<file path="src/hw/rtl/pdjls_pkg.sv">
// Package for the packet delay / jitter / loss statistics block.
// Field widths, register defaults and parameter defaults; no dependencies.

package pdjls_pkg;

    localparam int DEF_SUM_WIDTH   = 48;
    localparam int DEF_COUNT_WIDTH = 32;

    localparam int TS_WIDTH    = 32;   // millisecond timestamps, delay, jitter
    localparam int SEQ_WIDTH   = 16;
    localparam int GAP_WIDTH   = 10;
    localparam int TOTAL_WIDTH = 48;   // delay_total / jitter_total fields
    localparam int CNT_WIDTH   = 32;   // packets_seen / lost_total fields

    localparam logic [GAP_WIDTH-1:0] GAP_RESET = GAP_WIDTH'(5);

    localparam int IN_TDATA_WIDTH  = 2 * TS_WIDTH + SEQ_WIDTH;                  // 80
    // delay, jitter and both peaks, lost_here, two totals, two counts
    localparam int OUT_TDATA_WIDTH = 4 * TS_WIDTH + SEQ_WIDTH + 2 * TOTAL_WIDTH // 304
                                     + 2 * CNT_WIDTH;

endpackage

</file>
<file path="src/hw/rtl/pdjls_update.sv">
// Statistics state and per-packet update for the delay / jitter / loss block.
// Depends on pdjls_pkg. Outputs show values after the presented packet.

module pdjls_update #(
    parameter int SUM_WIDTH   = pdjls_pkg::DEF_SUM_WIDTH,
    parameter int COUNT_WIDTH = pdjls_pkg::DEF_COUNT_WIDTH
) (
    input  logic                                i_clk,
    input  logic                                i_rst_n,
    input  logic                                i_advance,
    input  logic [pdjls_pkg::TS_WIDTH-1:0]      i_arrival_ms,
    input  logic [pdjls_pkg::TS_WIDTH-1:0]      i_send_ms,
    input  logic [pdjls_pkg::SEQ_WIDTH-1:0]     i_seq_number,
    input  logic [pdjls_pkg::GAP_WIDTH-1:0]     i_expected_gap_ms,
    output logic [pdjls_pkg::TS_WIDTH-1:0]      o_delay_ms,
    output logic [pdjls_pkg::TS_WIDTH-1:0]      o_jitter_ms,
    output logic [pdjls_pkg::SEQ_WIDTH-1:0]     o_lost_here,
    output logic [COUNT_WIDTH-1:0]              o_count,
    output logic [COUNT_WIDTH-1:0]              o_loss,
    output logic [SUM_WIDTH-1:0]                o_delay_sum,
    output logic [pdjls_pkg::TS_WIDTH-1:0]      o_delay_max,
    output logic [SUM_WIDTH-1:0]                o_jitter_sum,
    output logic [pdjls_pkg::TS_WIDTH-1:0]      o_jitter_max
);
    import pdjls_pkg::*;

    localparam int SW1 = SUM_WIDTH + 1;
    localparam int CW1 = COUNT_WIDTH + 1;

    logic                   r_first;
    logic [SEQ_WIDTH-1:0]   r_prev_seq;
    logic [TS_WIDTH-1:0]    r_prev_arrival;
    logic [COUNT_WIDTH-1:0] r_count;
    logic [COUNT_WIDTH-1:0] r_loss;
    logic [SUM_WIDTH-1:0]   r_delay_sum;
    logic [TS_WIDTH-1:0]    r_delay_max;
    logic [SUM_WIDTH-1:0]   r_jitter_sum;
    logic [TS_WIDTH-1:0]    r_jitter_max;

    logic [TS_WIDTH-1:0]    w_delay;
    logic [TS_WIDTH-1:0]    w_gap;
    logic [TS_WIDTH-1:0]    w_exp;
    logic [TS_WIDTH-1:0]    w_jitter;
    logic [SEQ_WIDTH-1:0]   w_lost;
    logic [SW1-1:0]         w_dsum;
    logic [SW1-1:0]         w_jsum;
    logic [CW1-1:0]         w_lsum;

    logic [COUNT_WIDTH-1:0] n_count;
    logic [COUNT_WIDTH-1:0] n_loss;
    logic [SUM_WIDTH-1:0]   n_delay_sum;
    logic [TS_WIDTH-1:0]    n_delay_max;
    logic [SUM_WIDTH-1:0]   n_jitter_sum;
    logic [TS_WIDTH-1:0]    n_jitter_max;

    always_comb begin
        w_delay = i_arrival_ms - i_send_ms;
        w_gap   = i_arrival_ms - r_prev_arrival;
        w_exp   = TS_WIDTH'(i_expected_gap_ms);

        // first packet after reset carries no jitter and no loss
        if (r_first) begin
            w_jitter = '0;
            w_lost   = '0;
        end else begin
            w_jitter = (w_gap >= w_exp) ? (w_gap - w_exp) : (w_exp - w_gap);
            w_lost   = i_seq_number - (r_prev_seq + SEQ_WIDTH'(1));
        end

        // saturating sums: carry out of the register width pins to all ones
        w_dsum = {1'b0, r_delay_sum}  + SW1'(w_delay);
        w_jsum = {1'b0, r_jitter_sum} + SW1'(w_jitter);
        w_lsum = {1'b0, r_loss}       + CW1'(w_lost);

        n_delay_sum  = w_dsum[SUM_WIDTH] ? '1 : w_dsum[SUM_WIDTH-1:0];
        n_jitter_sum = w_jsum[SUM_WIDTH] ? '1 : w_jsum[SUM_WIDTH-1:0];
        n_loss       = w_lsum[COUNT_WIDTH] ? '1 : w_lsum[COUNT_WIDTH-1:0];
        n_count      = (&r_count) ? r_count : r_count + COUNT_WIDTH'(1);
        n_delay_max  = (w_delay > r_delay_max) ? w_delay : r_delay_max;
        n_jitter_max = (w_jitter > r_jitter_max) ? w_jitter : r_jitter_max;
    end

    always_ff @(posedge i_clk) begin
        if (!i_rst_n) begin
            r_first        <= 1'b1;
            r_prev_seq     <= '0;
            r_prev_arrival <= '0;
            r_count        <= '0;
            r_loss         <= '0;
            r_delay_sum    <= '0;
            r_delay_max    <= '0;
            r_jitter_sum   <= '0;
            r_jitter_max   <= '0;
        end else if (i_advance) begin
            r_first        <= 1'b0;
            r_prev_seq     <= i_seq_number;
            r_prev_arrival <= i_arrival_ms;
            r_count        <= n_count;
            r_loss         <= n_loss;
            r_delay_sum    <= n_delay_sum;
            r_delay_max    <= n_delay_max;
            r_jitter_sum   <= n_jitter_sum;
            r_jitter_max   <= n_jitter_max;
        end
    end

    assign o_delay_ms   = w_delay;
    assign o_jitter_ms  = w_jitter;
    assign o_lost_here  = w_lost;
    assign o_count      = n_count;
    assign o_loss       = n_loss;
    assign o_delay_sum  = n_delay_sum;
    assign o_delay_max  = n_delay_max;
    assign o_jitter_sum = n_jitter_sum;
    assign o_jitter_max = n_jitter_max;

endmodule

</file>
<file path="src/hw/rtl/packet_delay_jitter_loss_stats.sv">
// Top level of the packet delay / jitter / loss statistics block.
// Depends on pdjls_pkg and pdjls_update.
//
// Usage:
//   Slave stream s_axis_*: one transfer per received packet, carrying the
//   arrival time, the sender time and the sequence number.
//   Master stream m_axis_*: one transfer per packet, carrying the packet's
//   delay, jitter and loss plus the running totals and peaks after it.
//   i_cfg_wr_en / i_cfg_wr_data write the expected arrival gap in ms; write
//   it only while no packet is in flight.
// Path: a packet taken from the slave side sits in the input register, and its
//   result is loaded into the output register once that register is free or
//   draining, which raises m_axis_tvalid.
// Throughput: one packet per cycle while m_axis_tready is high; the update is
//   a single pass of adds and compares between the input and output register.
// Reset (synchronous, i_rst_n low): pipeline empty, statistics cleared,
//   next packet treated as the first, expected gap back to 5 ms.
// Stall: with m_axis_tready low the output register holds its result; the
//   input register still takes one more packet, then s_axis_tready drops.

module packet_delay_jitter_loss_stats #(
    parameter int SUM_WIDTH   = pdjls_pkg::DEF_SUM_WIDTH,
    parameter int COUNT_WIDTH = pdjls_pkg::DEF_COUNT_WIDTH
) (
    input  logic                                    i_clk,
    input  logic                                    i_rst_n,
    input  logic                                    i_cfg_wr_en,
    input  logic [pdjls_pkg::GAP_WIDTH-1:0]         i_cfg_wr_data,
    input  logic                                    s_axis_tvalid,
    output logic                                    s_axis_tready,
    // arrival_ms[31:0], send_ms[63:32], seq_number[79:64]
    input  logic [pdjls_pkg::IN_TDATA_WIDTH-1:0]    s_axis_tdata,
    output logic                                    m_axis_tvalid,
    input  logic                                    m_axis_tready,
    // delay_ms[31:0], jitter_ms[63:32], lost_here[79:64], packets_seen[111:80],
    // lost_total[143:112], delay_total[191:144], delay_peak[223:192],
    // jitter_total[271:224], jitter_peak[303:272]
    output logic [pdjls_pkg::OUT_TDATA_WIDTH-1:0]   m_axis_tdata
);
    import pdjls_pkg::*;

    logic                       r_in_valid;
    logic [IN_TDATA_WIDTH-1:0]  r_in_data;
    logic                       r_out_valid;
    logic [OUT_TDATA_WIDTH-1:0] r_out_data;
    logic [GAP_WIDTH-1:0]       r_expected_gap;

    logic                       w_advance;
    logic [TS_WIDTH-1:0]        w_delay;
    logic [TS_WIDTH-1:0]        w_jitter;
    logic [SEQ_WIDTH-1:0]       w_lost;
    logic [COUNT_WIDTH-1:0]     w_count;
    logic [COUNT_WIDTH-1:0]     w_loss;
    logic [SUM_WIDTH-1:0]       w_delay_sum;
    logic [TS_WIDTH-1:0]        w_delay_max;
    logic [SUM_WIDTH-1:0]       w_jitter_sum;
    logic [TS_WIDTH-1:0]        w_jitter_max;
    logic [OUT_TDATA_WIDTH-1:0] n_out_data;

    // input register moves on whenever the output register is free or draining
    assign w_advance     = r_in_valid && (!r_out_valid || m_axis_tready);
    assign s_axis_tready = !r_in_valid || !r_out_valid || m_axis_tready;

    pdjls_update #(
        .SUM_WIDTH   (SUM_WIDTH),
        .COUNT_WIDTH (COUNT_WIDTH)
    ) u_update (
        .i_clk             (i_clk),
        .i_rst_n           (i_rst_n),
        .i_advance         (w_advance),
        .i_arrival_ms      (r_in_data[TS_WIDTH-1:0]),
        .i_send_ms         (r_in_data[2*TS_WIDTH-1:TS_WIDTH]),
        .i_seq_number      (r_in_data[2*TS_WIDTH+SEQ_WIDTH-1:2*TS_WIDTH]),
        .i_expected_gap_ms (r_expected_gap),
        .o_delay_ms        (w_delay),
        .o_jitter_ms       (w_jitter),
        .o_lost_here       (w_lost),
        .o_count           (w_count),
        .o_loss            (w_loss),
        .o_delay_sum       (w_delay_sum),
        .o_delay_max       (w_delay_max),
        .o_jitter_sum      (w_jitter_sum),
        .o_jitter_max      (w_jitter_max)
    );

    assign n_out_data = {w_jitter_max,
                         TOTAL_WIDTH'(w_jitter_sum),
                         w_delay_max,
                         TOTAL_WIDTH'(w_delay_sum),
                         CNT_WIDTH'(w_loss),
                         CNT_WIDTH'(w_count),
                         w_lost,
                         w_jitter,
                         w_delay};

    always_ff @(posedge i_clk) begin
        if (!i_rst_n) begin
            r_in_valid     <= 1'b0;
            r_out_valid    <= 1'b0;
            r_expected_gap <= GAP_RESET;
        end else begin
            if (i_cfg_wr_en) begin
                r_expected_gap <= i_cfg_wr_data;
            end
            if (s_axis_tvalid && s_axis_tready) begin
                r_in_valid <= 1'b1;
            end else if (w_advance) begin
                r_in_valid <= 1'b0;
            end
            if (w_advance) begin
                r_out_valid <= 1'b1;
            end else if (m_axis_tready) begin
                r_out_valid <= 1'b0;
            end
        end
    end

    always_ff @(posedge i_clk) begin
        if (s_axis_tvalid && s_axis_tready) begin
            r_in_data <= s_axis_tdata;
        end
        if (w_advance) begin
            r_out_data <= n_out_data;
        end
    end

    assign m_axis_tvalid = r_out_valid;
    assign m_axis_tdata  = r_out_data;

    // an empty output register never blocks the slave side
    a_ready_when_out_empty: assert property (@(posedge i_clk) disable iff (!i_rst_n)
        !r_out_valid |-> s_axis_tready)
        else $error("slave side stalled with empty output register");

    // a held packet reaches a free output register in the next cycle
    a_in_to_out: assert property (@(posedge i_clk) disable iff (!i_rst_n)
        r_in_valid && !r_out_valid |=> r_out_valid)
        else $error("packet did not move to output register");

    // peaks include the packet they are reported with
    a_delay_peak: assert property (@(posedge i_clk) disable iff (!i_rst_n)
        r_out_valid |-> r_out_data[223:192] >= r_out_data[31:0])
        else $error("delay peak below packet delay");

    a_jitter_peak: assert property (@(posedge i_clk) disable iff (!i_rst_n)
        r_out_valid |-> r_out_data[303:272] >= r_out_data[63:32])
        else $error("jitter peak below packet jitter");

endmodule

</file>
<file path="config.mk">
export PLATFORM = sky130hd
export DESIGN_NAME = packet_delay_jitter_loss_stats
export DESIGN_NICKNAME = d
export VERILOG_FILES = /design/src/hw/rtl/pdjls_pkg.sv /design/src/hw/rtl/pdjls_update.sv /design/src/hw/rtl/packet_delay_jitter_loss_stats.sv
export SDC_FILE = /design/constraint.sdc
export NUM_CORES = 1
export LEC_CHECK = 0
export BUFFER_PORTS_ARGS = -buffer_cell sky130_fd_sc_hd__buf_2
export CAP_MARGIN = 20
export CORE_MARGIN = 8
export CORE_UTILIZATION = 32
export DETAILED_ROUTE_END_ITERATION = 12
export HOLD_SLACK_MARGIN = 0.05
export PLACE_DENSITY = 0.49
export SETUP_SLACK_MARGIN = 0.2
export SLEW_MARGIN = 20
export SYNTH_ARGS = -nofsm -noshare
export SYNTH_HDL_FRONTEND = slang
export SYNTH_SLANG_ARGS = --single-unit
</file>
<file path="constraint.sdc">
create_clock -name i_clk -period 10.2 [get_ports i_clk]
set_clock_uncertainty 0.15 [all_clocks]
set_input_delay 0.51 -clock i_clk [delete_from_list [all_inputs] [get_ports i_clk]]
set_output_delay 0.51 -clock i_clk [all_outputs]
set_load 0.01 [all_outputs]
</file>
==> summary.txt, run 1 <==
Number of buffers created by CTS = 81
Fill count = 11372
Reg2reg end = u_update.r_jitter_sum[44]$_SDFFE_PN0P_
Port Buffer Count = 400
FFs w/ async S/R, synth = 0%
Max-slew headroom = 27.5%
Clk buf depth = 3
Mapped Nets = 4026
Post-synth design cell area = 36000 um^2
RSZ-0062 raised after global routing = no
Avg Vias per Cell = 5.02
GPL Wtd Cong = 0.887
Final TNS setup = 0 ns
Post-CTS Setup Bufs = 0
Worst-margin pin slew = 1.08 ns
Post-Synthesis Cells = 3681
Chip Height = 352 um
Commonest cells after routing, fill and taps aside = 417 x nand2_1, 400 x buf_2, 384 x edfxtp_1
Multi-input gate area = 17300 um^2
Final wirelength = 115 mm
Register area = 17200 um^2
WHS Endpoint = r_expected_gap[0]$_SDFFE_PN1P_
Top_reg_cell synth = edfxtp_1
EDFF count, synth = 384
Distinct cell type count after synthesis = 84
Aggregate global routing overflow = 0
Tcrit/Tclk final = 86.0%
Core Box Area = 112000 um^2
Syn-to-layout area delta = 19.9%
Post-route ant nets = 0
Maxcap violations = 0
Min-delay worst type = input port to flop
Critical path startpoint category = flop
Post-placement cell count = 5454
Worst vdd ir = 0.106 mV
Mean Syn Cell Area = 9.79 um^2
Clock latency at the later pin of the worst-skew pair = 0.64 ns
I/O Pins = 401
Global-route wire length before repair = 171 mm
Reg2reg setup slack = 1.43 ns
Reg2reg path depth = 26
Post-DP HPWL = 86.4 mm
Worst Hold Launch = i_cfg_wr_en
Initial Util = 32.2%
Pre-CTS setup slack = 1.63 ns
Placed Instance Area = 39600 um^2
Required @ worst endpoint = 10.58 ns
R2r startpoint = r_in_data[3]$_DFFE_PP_
Worst setup path category = flop to flop
DR DRC count = 0
Pins Over Slew Limit = 0
Initial drt markers = 1882
Final min period = 8.77 ns
H-tree depth = 3
Lkg Pwr = 17.6 nW
Worst-path fanout max = 11
TritonCTS clock tree = done
Fraction of layout instances using a drive strength above 1 = 15.7%
Clk sinks = 669
F_max = 0.114 GHz
Crit path capture type = flop
Largest net degree at the start of global routing = 183
Syn. warnings = 0
Cells on Worst Hold Path = 3
Vias in the first global route = 27794
Final setup violation count = 0
GRT Total Usage = 17.9%
Layout net count = 4474
Status = finished clean
Crit path DAT = 9.15 ns
Clk slew on worst S/H paths = 0.06 ns
Final Cell Area = 43200 um^2
Routed WL per cell = 20.2 um
Die X-Extent = 352 um
Via count = 28631
Yosys reg bits = 669
Final Non-Filler Cells = 5698
Most common cell after layout, fill and taps aside = nand2_1
Total power = 7.95 mW
Root Driver = clkbuf_16
Hold_ws = 0.142 ns
Sequential-to-total area share from yosys stat = 47.8%
TritonRoute pass-1 iters = 6
Util after Layout = 38.6%
Cell area power density = 184 nW/um^2
Initial antenna violation count = 4
Final worst setup slack = 1.43 ns
Total Die Area = 124000 um^2
Final Hold Fails = 0
Cell Rows = 123
## kinds of logic after synthesis
kind of cell / count (synthesis) / synth area share (%)
muxes: 72 / 2.16
AOI/OAI and AO/OA: 925 / 16.7
DFF: 669 / 47.8
xor gates and xnor gates: 227 / 5.52
buffers and inverters: 401 / 4.26
and+or+nand+nor: 1137 / 14.7
adders and majority gates: 250 / 8.85
## worst max-delay path, cell delays in order, from the launching register on
cell and delay [ns]:
edfxtp_1 0.44, ha_1 0.39, o211ai_1 0.11, a21oi_1 0.39
o211ai_1 0.22, o21ai_2 0.33, a211o_1 0.17, o311ai_0 0.32
a211oi_1 0.61, and4_1 0.58, nand2_1 0.31, a21oi_1 0.24
xnor2_1 0.14, nor2_1 0.36, ha_1 0.35, a21oi_1 0.22
o21ai_0 0.17, a31o_2 0.29, a21oi_1 0.28, nor2_1 0.11
o31a_1 0.33, a211oi_1 0.45, nor3_1 0.25, or2_2 0.41
a21oi_1 0.68, nand4_1 0.15, and3_1 0.19
## worst max path at each step
stage	startpoint	to	depth (start not counted)
3_5_place_dp	r_in_data[4]$_DFFE_PP_	u_update.r_jitter_sum[44]$_SDFFE_PN0P_	26
6_report	r_in_data[3]$_DFFE_PP_	u_update.r_jitter_sum[44]$_SDFFE_PN0P_	26
3_3_place_gp	r_in_data[3]$_DFFE_PP_	u_update.r_jitter_sum[44]$_SDFFE_PN0P_	26
5_1_grt	r_in_data[3]$_DFFE_PP_	u_update.r_jitter_sum[44]$_SDFFE_PN0P_	29
4_1_cts	r_in_data[3]$_DFFE_PP_	u_update.r_jitter_sum[44]$_SDFFE_PN0P_	29
2_1_floorplan	r_in_data[0]$_DFFE_PP_	u_update.r_jitter_sum[24]$_SDFFE_PN0P_	34
## per-layer routing
layer	vias up	part of all wire, %	global-route usage, %	wire, um
li1	14138	-	-	-
met1	13701	46	23.8	52700
met2	650	47	30.2	54300
met3	142	5.0	2.86	5740
met4	0	2.3	4.61	2650
met5	-	0	0	0
## registers in the layout, summed over array words and instances (netlist names)
register / count
m_axis_tdata: 304
u_update.r_loss: 32
m_axis_tvalid: 1
u_update.r_prev_arrival: 32
u_update.r_prev_seq: 16
r_expected_gap: 10
u_update.r_jitter_sum: 48
u_update.r_jitter_max: 32
u_update.r_count: 32
u_update.r_delay_max: 32
r_in_valid: 1
u_update.r_delay_sum: 48
r_in_data: 80
u_update.r_first: 1
## synth_stat cells (all sizes together), types with 49 or more instances
library cell | count | area [um^2]
nand2 | 418 | 1570
edfxtp | 384 | 11500
a21oi | 317 | 1600
o21ai | 156 | 788
nand3 | 88 | 440
clkbuf | 139 | 522
inv | 240 | 901
ha | 242 | 3030
dfxtp | 285 | 5710
xor2 | 105 | 920
and3 | 56 | 355
nor3 | 65 | 330
a21o | 105 | 788
xnor2 | 122 | 1070
nand4 | 49 | 307
nor2 | 268 | 1010
## cell type report
class                      count  area share [%]
antenna                        1         0.00579
clock buffer                 108            5.26
clock inverter                43           0.877
inverter                     240            2.12
multi-input combinational   2611            40.1
sequential                   669            39.9
tap                         1500            4.34
timing repair buffer         526            7.41
## where the power goes
group	internal (mW)	switching [mW]	leakage (nW)
Combinational	0.687	1.17	10.4
Clock	1.72	1.18	1.30
Sequential	3.09	0.105	5.94
## timing repair
item,CTS,global route
endpoints found under the hold margin,92,0
gates resized for setup,0,0
hold buffers,92,0
(Power assumes the default switching activity.)
==> run 2, diff against run 1 <==
--- a/config.mk
+++ b/config.mk
@@ -8,12 +8,12 @@
 export BUFFER_PORTS_ARGS = -buffer_cell sky130_fd_sc_hd__buf_2
 export CAP_MARGIN = 20
 export CORE_MARGIN = 8
-export CORE_UTILIZATION = 32
+export CORE_UTILIZATION = 54
 export DETAILED_ROUTE_END_ITERATION = 12
 export HOLD_SLACK_MARGIN = 0.05
-export PLACE_DENSITY = 0.49
+export PLACE_DENSITY = 0.75
 export SETUP_SLACK_MARGIN = 0.2
-export SLEW_MARGIN = 20
+export SLEW_MARGIN = 40
 export SYNTH_ARGS = -nofsm -noshare
 export SYNTH_HDL_FRONTEND = slang
 export SYNTH_SLANG_ARGS = --single-unit
==> constraint.sdc (replaced) <==
create_clock -name i_clk -period 7.08 [get_ports i_clk]
set_clock_uncertainty 0.15 [all_clocks]
set_input_delay 0.354 -clock i_clk [delete_from_list [all_inputs] [get_ports i_clk]]
set_output_delay 0.354 -clock i_clk [all_outputs]
set_load 0.01 [all_outputs]
==> summary.txt, run 2 (same netlist as run 1, synthesis figures left out) <==
Status = finished clean
Buf+Inv Stages, Crit Path = 10 (+10)
Worst-path fanout max = 6 (-5)
Required @ worst endpoint = 7.40 ns (-3.18 ns)
Vias in the first global route = 28796 (+3.6%)
Port Buffer Count = 400 (unchanged)
Root Driver = clkbuf_16
DR DRC count = 0 (unchanged)
Aggregate global routing overflow = 0 (unchanged)
Clock latency at the later pin of the worst-skew pair = 0.63 ns (about the same)
Max incr delay on CP = 0.41 ns (-0.27 ns)
Largest net degree at the start of global routing = 171 (-6.6%)
Final min period = 6.84 ns (-1.93 ns)
Avg Vias per Cell = 5.84 (+16%)
GPL Wtd Cong = 0.939 (+5.9%)
Max-slew headroom = 40.7% (+13 points)
Initial antenna violation count = 3 (-1)
Crit path capture type = flop
Global-route wire length before repair = 161 mm (-5.6%)
Tcrit/Tclk final = 96.7% (+11 points)
I/O Pins = 401 (unchanged)
Worst vdd ir = 0.221 mV (+110%)
Lkg Pwr = 18.8 nW (+6.5%)
Via count = 30582 (+6.8%)
Min-delay worst type = input port to flop
Chip Height = 274 um (-22%)
Worst setup path category = flop to flop
Core Box Area = 66000 um^2 (-41%)
Total Die Area = 75300 um^2 (-39%)
Hold_ws = 0.0750 ns (-0.0674 ns)
TritonCTS clock tree = done
Final TNS setup = 0 ns (unchanged)
Clk sinks = 669 (unchanged)
Most common cell after layout, fill and taps aside = buf_2
Final wirelength = 107 mm (-7.1%)
Final Non-Filler Cells = 5241 (-8.0%)
RSZ-0062 raised after global routing = yes
Final Hold Fails = 0 (unchanged)
Layout net count = 4664 (+4.2%)
Worst Hold Launch = i_cfg_wr_en
Routed WL per cell = 20.5 um (+1.0%)
Cell Rows = 94 (-24%)
Post-DP HPWL = 74.1 mm (-14%)
Delay-heaviest family, CP = compound AO/OA/AOI/OAI gates
TritonRoute pass-1 iters = 8 (+2)
Fraction of layout instances using a drive strength above 1 = 22.3% (+6.6 points)
Pins Over Slew Limit = 0 (unchanged)
Slowest CP cell = edfxtp_1
Initial Util = 54.6% (+22 points)
Most frequent CP cell = buf_4
Critical path launch point = r_in_data[4]$_DFFE_PP_
Die X-Extent = 274 um (-22%)
Clk slew on worst S/H paths = 0.07 ns (about the same)
Number of buffers created by CTS = 72 (-11%)
Worst-margin pin slew = 0.889 ns (-0.191 ns)
Commonest cells after routing, fill and taps aside = 400 x buf_2, 391 x nand2_1, 384 x edfxtp_1
Initial drt markers = 3022 (+61%)
F_max = 0.146 GHz (+28%)
Syn-to-layout area delta = 24.5%
WP depth = 36 (+38%)
R2r startpoint = r_in_data[4]$_DFFE_PP_
Total power = 11.8 mW (+48%)
Post-placement cell count = 4956 (-9.1%)
Reg2reg path depth = 36 (+38%)
Max FFs per register = 304 (unchanged)
Antenna Cells = 0 (-1)
Final setup violation count = 0 (unchanged)
Clk buf depth = 3 (unchanged)
Critical path startpoint category = flop
GRT Total Usage = 26.8% (+9.0 points)
Cell area power density = 262 nW/um^2 (+42%)
Post-route ant nets = 0 (unchanged)
H-tree depth = 3 (unchanged)
Maxcap violations = 0 (unchanged)
Crit path DAT = 7.16 ns (-1.99 ns)
Cells on Worst Hold Path = 3 (unchanged)
## run 2: metrics by stage
stage | util, % | worst slack, ns | cell area (um^2)
after CTS | 66.3 | 0.191 | 43700
after floorplan | - | 0.206 | 36100
after global placement | 60.6 | 0.127 | 40000
final | 68.0 | 0.236 | 44900
after global routing | 68.0 | -0.102 | 44900
after detailed placement | 60.6 | -0.0631 | 40000
## run 2: final timing paths
kind / to / slack, ns
max: u_update.r_jitter_sum[5]$_SDFFE_PN0P_ / 0.24
min: r_expected_gap[4]$_SDFFE_PN0P_ / 0.07
max reg2reg: u_update.r_jitter_sum[5]$_SDFFE_PN0P_ / 0.24
min reg2reg: u_update.r_prev_arrival[28]$_SDFFE_PN0P_ / 0.30
## run 2: what timing repair did
item	in CTS	in global routing
cloned	0	5
hold endpoints to repair	92	0
setup buffers	5	38
hold buffers	104	0
resized for setup	27	176
pin swaps	10	64
setup endpoints to repair	101	296
## run 2: report_power, final
| group | internal (mW) | total [mW] | switching, mW | leakage [nW] |
|---|---|---|---|---|
| logic | 1.30 | 3.09 | 1.79 | 11.6 |
| registers | 4.45 | 4.58 | 0.127 | 5.94 |
| clock network | 2.43 | 4.09 | 1.66 | 1.23 |
## run 2: tightest hold or removal path: cells and delay by family
kind	cells	cell delay (ns)
buf+inv	1	0.20
mux	1	0.16
simple gates	1	0.08
## run 2: routing by layer
layer	global-route usage (%)	wire, um	vias to the layer above
met2	45.0	50800	1243
met4	9.01	3780	2
li1	-	-	14537
met1	34.9	44600	14571
met3	4.74	8050	229
met5	0	9	-
## run 2: final cells by class
class / count / area [um^2]
well taps: 864 / 1080
fillers: 4986 / 21100
inverters: 240 / 918
clock inverters: 50 / 684
repair buffers: 725 / 5050
clock buffers: 82 / 1860
multi-input cells: 2611 / 18000
flip-flops and latches: 669 / 17200
==> run 3, diff against run 2 <==
--- a/config.mk
+++ b/config.mk
@@ -16,4 +16,5 @@
 export SLEW_MARGIN = 40
 export SYNTH_ARGS = -nofsm -noshare
 export SYNTH_HDL_FRONTEND = slang
+export SYNTH_HIERARCHICAL = 1
 export SYNTH_SLANG_ARGS = --single-unit
==> summary.txt, run 3 <==
Initial drt markers = 3005 (-0.56%)
Final wirelength = 111 mm (+3.7%)
Synth top cells by count = 384 x edfxtp_1, 365 x nor2_1, 290 x nand2_1
Hold_ws = 0.118 ns (+0.0427 ns)
Status = finished clean
Most frequent CP cell = buf_4
Reg2reg path depth = 34 (-5.6%)
Maxcap violations = 0 (unchanged)
Via count = 31531 (+3.1%)
Critical path startpoint category = flop
Core Box Area = 67000 um^2 (+1.6%)
Clk slew on worst S/H paths = 0.06 ns (about the same)
Top_reg_cell synth = edfxtp_1
Root Driver = clkbuf_16
Synth area leaders = edfxtp_1 32%, dfxtp_1 16%, ha_1 8.3%
Internal power = 8.27 mW (+1.1%)
Post-synth design cell area = 36600 um^2 (+1.4%)
Fill count = 4934 (-1.0%)
Crit path capture type = flop
Clk pwr share = 33.7% (-1.1 points)
Tcrit/Tclk final = 96.9% (+0.27 points)
Final min period = 6.86 ns (+0.0190 ns)
Count leader, synth = edfxtp_1
Top Metal Used = met5
Mean Syn Cell Area = 10.0 um^2 (+2.1%)
Sw Pwr = 3.65 mW (+2.0%)
Synth top area share = 31.5% (-0.45 points)
Slowest CP cell = edfxtp_1
Routed WL per cell = 20.7 um (+1.2%)
Lkg Pwr = 19.6 nW (+4.5%)
DR DRC count = 0 (unchanged)
Post-DP HPWL = 77.2 mm (+4.3%)
Max incr delay on CP = 0.41 ns (about the same)
Post-Synth XOR/XNOR Area = 5.34% (-0.18 points)
Commonest cells after routing, fill and taps aside = 400 x buf_2, 384 x edfxtp_1, 356 x nor2_1
Net Sw Frac = 30.6% (+0.19 points)
Final Hold Fails = 0 (unchanged)
Total Die Area = 76300 um^2 (+1.3%)
H-tree depth = 3 (unchanged)
Pins Over Slew Limit = 0 (unchanged)
EDFF count, synth = 384 (unchanged)
Max FFs per register = 304 (unchanged)
Area leader, netlist = edfxtp_1
Number of buffers created by CTS = 73 (+1.4%)
Largest net degree at the start of global routing = 136 (-20%)
Max-slew headroom = 38.6% (-2.2 points)
Met2 WL post-DR = 52.9 mm (+4.0%)
Final worst setup slack = 0.217 ns (-0.0190 ns)
Post-route ant nets = 0 (unchanged)
Initial Util = 54.5% (-0.10 points)
Worst-path fanout max = 7 (+1)
Post-Synthesis Cells = 3655 (-0.71%)
Compound-cell area share of the yosys netlist = 16.6% (-0.11 points)
Initial antenna violation count = 2 (-1)
Die X-Extent = 276 um (+0.67%)
Crit path DAT = 7.25 ns (+0.09 ns)
Final setup violation count = 0 (unchanged)
Mapped Nets = 4000 (-0.65%)
Worst-margin pin slew = 0.915 ns (+0.0262 ns)
Chip Height = 276 um (+0.67%)
I/O Pins = 401 (unchanged)
Avg Vias per Cell = 5.87 (+0.65%)
GRT Total Usage = 27.3% (+0.51 points)
Vias in the first global route = 30049 (+4.4%)
Syn-to-layout area delta = 27.2%
Syn. warnings = 6 (+6)
Cell area power density = 256 nW/um^2 (-2.2%)
Sequential-to-total area share from yosys stat = 47.2% (-0.67 points)
Length of routed wiring on met1 = 46.1 mm (+3.5%)
Global-route wire length before repair = 169 mm (+4.9%)
Layout net count = 4781 (+2.5%)
TritonCTS clock tree = done
Sequential share of power = 38.8% (about the same)
Min-delay worst type = input port to flop
FFs w/ async S/R, synth = 0% (unchanged)
Yosys reg bits = 669 (unchanged)
Cell Rows = 95 (+1.1%)
Largest family of logic cells by synthesized area = compound AO/OA/AOI/OAI gates
Most common cell after layout, fill and taps aside = buf_2
Port Buffer Count = 400 (unchanged)
Pre-CTS setup slack = -0.276 ns (-0.213 ns)
Clk sinks = 669 (unchanged)
Synth Area in Adders = 8.72% (-0.12 points)
GPL Wtd Cong = 0.968 (+3.1%)
F_max = 0.146 GHz (-0.28%)
Register area = 17200 um^2 (unchanged)
Worst vdd ir = 0.189 mV (-14%)
TritonRoute pass-1 iters = 6 (-2)
Required @ worst endpoint = 7.46 ns (+0.06 ns)
Synth Area in Simple Gates = 14.8% (+0.034 points)
Distinct cell type count after synthesis = 88 (+4.8%)
Met3 WL = 7.98 mm (-0.87%)
Combinational Power Share = 27.6% (+1.3 points)
Reg2reg setup slack = 0.22 ns (-0.02 ns)
Worst setup path category = flop to flop
Clk buf depth = 3 (unchanged)
Fraction of layout instances using a drive strength above 1 = 25.2% (+2.9 points)
Mux share of post-synthesis cell area = 3.44% (+1.3 points)
Clock latency at the later pin of the worst-skew pair = 0.62 ns (about the same)
Aggregate global routing overflow = 0 (unchanged)
RSZ-0062 raised after global routing = yes
Multi-input gate area = 18800 um^2 (+4.3%)
Cells on Worst Hold Path = 3 (unchanged)
-- run 3: cell types whose count changed after synthesis, sizes merged, moves of 24 or more --
cell	before	now
a21oi	317	196
nand2	418	290
nand2b	44	20
clkbuf	139	111
nor2	268	365
nor3	65	105
a22o	25	1
mux2i	27	76
-- run 3: cell families (layout without fill, tap and decap cells) --
family                   after synthesis  count (layout)
AO/OA/AOI/OAI                        874             874
XOR/XNOR                             222             222
adder cells (fa/ha/maj)              250             250
buffers and inverters                382            1222
flip-flops                           669             669
multiplexers                         120             120
other                                  0               1
AND/OR/NAND/NOR                     1138            1138
-- run 3: metal layers --
metal / GRT usage [%] / vias to the layer above
met2: 46.1 / 1340
met4: 9.56 / 2
met5: 0 / -
li1: - / 14922
met3: 4.75 / 244
met1: 35.3 / 15023
-- run 3: repair_timing --
| item | CTS | global route |
|---|---|---|
| endpoints found under the setup margin | 160 | 192 |
| buffers inserted | 23 | 38 |
| hold buffers | 102 | 0 |
| pin swaps | 27 | 98 |
| hold endpoints to repair | 116 | 0 |
| resized for setup | 52 | 165 |
| cloned | 2 | 2 |
-- run 3: worst paths after layout --
| check | from | endpoint |
|---|---|---|
| hold reg to reg | u_update/r_jitter_max[17]$_SDFFE_PN0P_ | u_update/r_jitter_max[17]$_SDFFE_PN0P_ |
| hold / removal | i_cfg_wr_en | r_expected_gap[6]$_SDFFE_PN0P_ |
| setup / recovery | r_in_data[0]$_DFFE_PP_ | u_update/r_jitter_sum[35]$_SDFFE_PN0P_ |
| setup reg to reg | r_in_data[0]$_DFFE_PP_ | u_update/r_jitter_sum[35]$_SDFFE_PN0P_ |
-- run 3: through the flow --
stage | power [mW] | cells | utilization (%) | cell area, um^2 | TNS (ns)
after global placement | 7.57 | 5066 | 61.7 | 41400 | -0.156
after CTS | 11.8 | 5327 | 67.7 | 45400 | 0
final | 11.9 | 5369 | 69.4 | 46500 | 0
after global routing | 12.4 | 5369 | 69.4 | 46500 | -0.0474
after detailed placement | 7.61 | 5066 | 61.7 | 41400 | -10.22
after floorplan | 6.52 | 3655 | - | 36600 | 0
-- run 3: critical path, delay by kind of cell (launching register included) --
kind                     cells  cell delay [ns]
buffers and inverters        9             1.23
flip-flops                   1             0.41
adder cells (fa/ha/maj)      3             0.84
AO/OA/AOI/OAI               13             2.56
AND/OR/NAND/NOR              9             1.57
-- run 3: power groups by stage --
| stage | Sequential (mW) | Clock [mW] | Combinational (mW) |
|---|---|---|---|
| floorplan | 4.72 | 0 | 1.79 |
| global placement | 4.69 | 0 | 2.88 |
| detailed placement | 4.69 | 0 | 2.93 |
| CTS | 4.61 | 4.07 | 3.07 |
| global route | 4.64 | 4.22 | 3.54 |
| finish | 4.62 | 4.02 | 3.29 |
-- run 3: area by class of cell --
class | instances | area share (%)
multi-input cells | 2604 | 40.5
clock buffers | 92 | 4.35
clock inverters | 42 | 1.06
well taps | 873 | 2.35
inverters | 233 | 1.90
repair buffers | 855 | 12.8
flip-flops and latches | 669 | 37.1
diodes | 1 | 0.00538
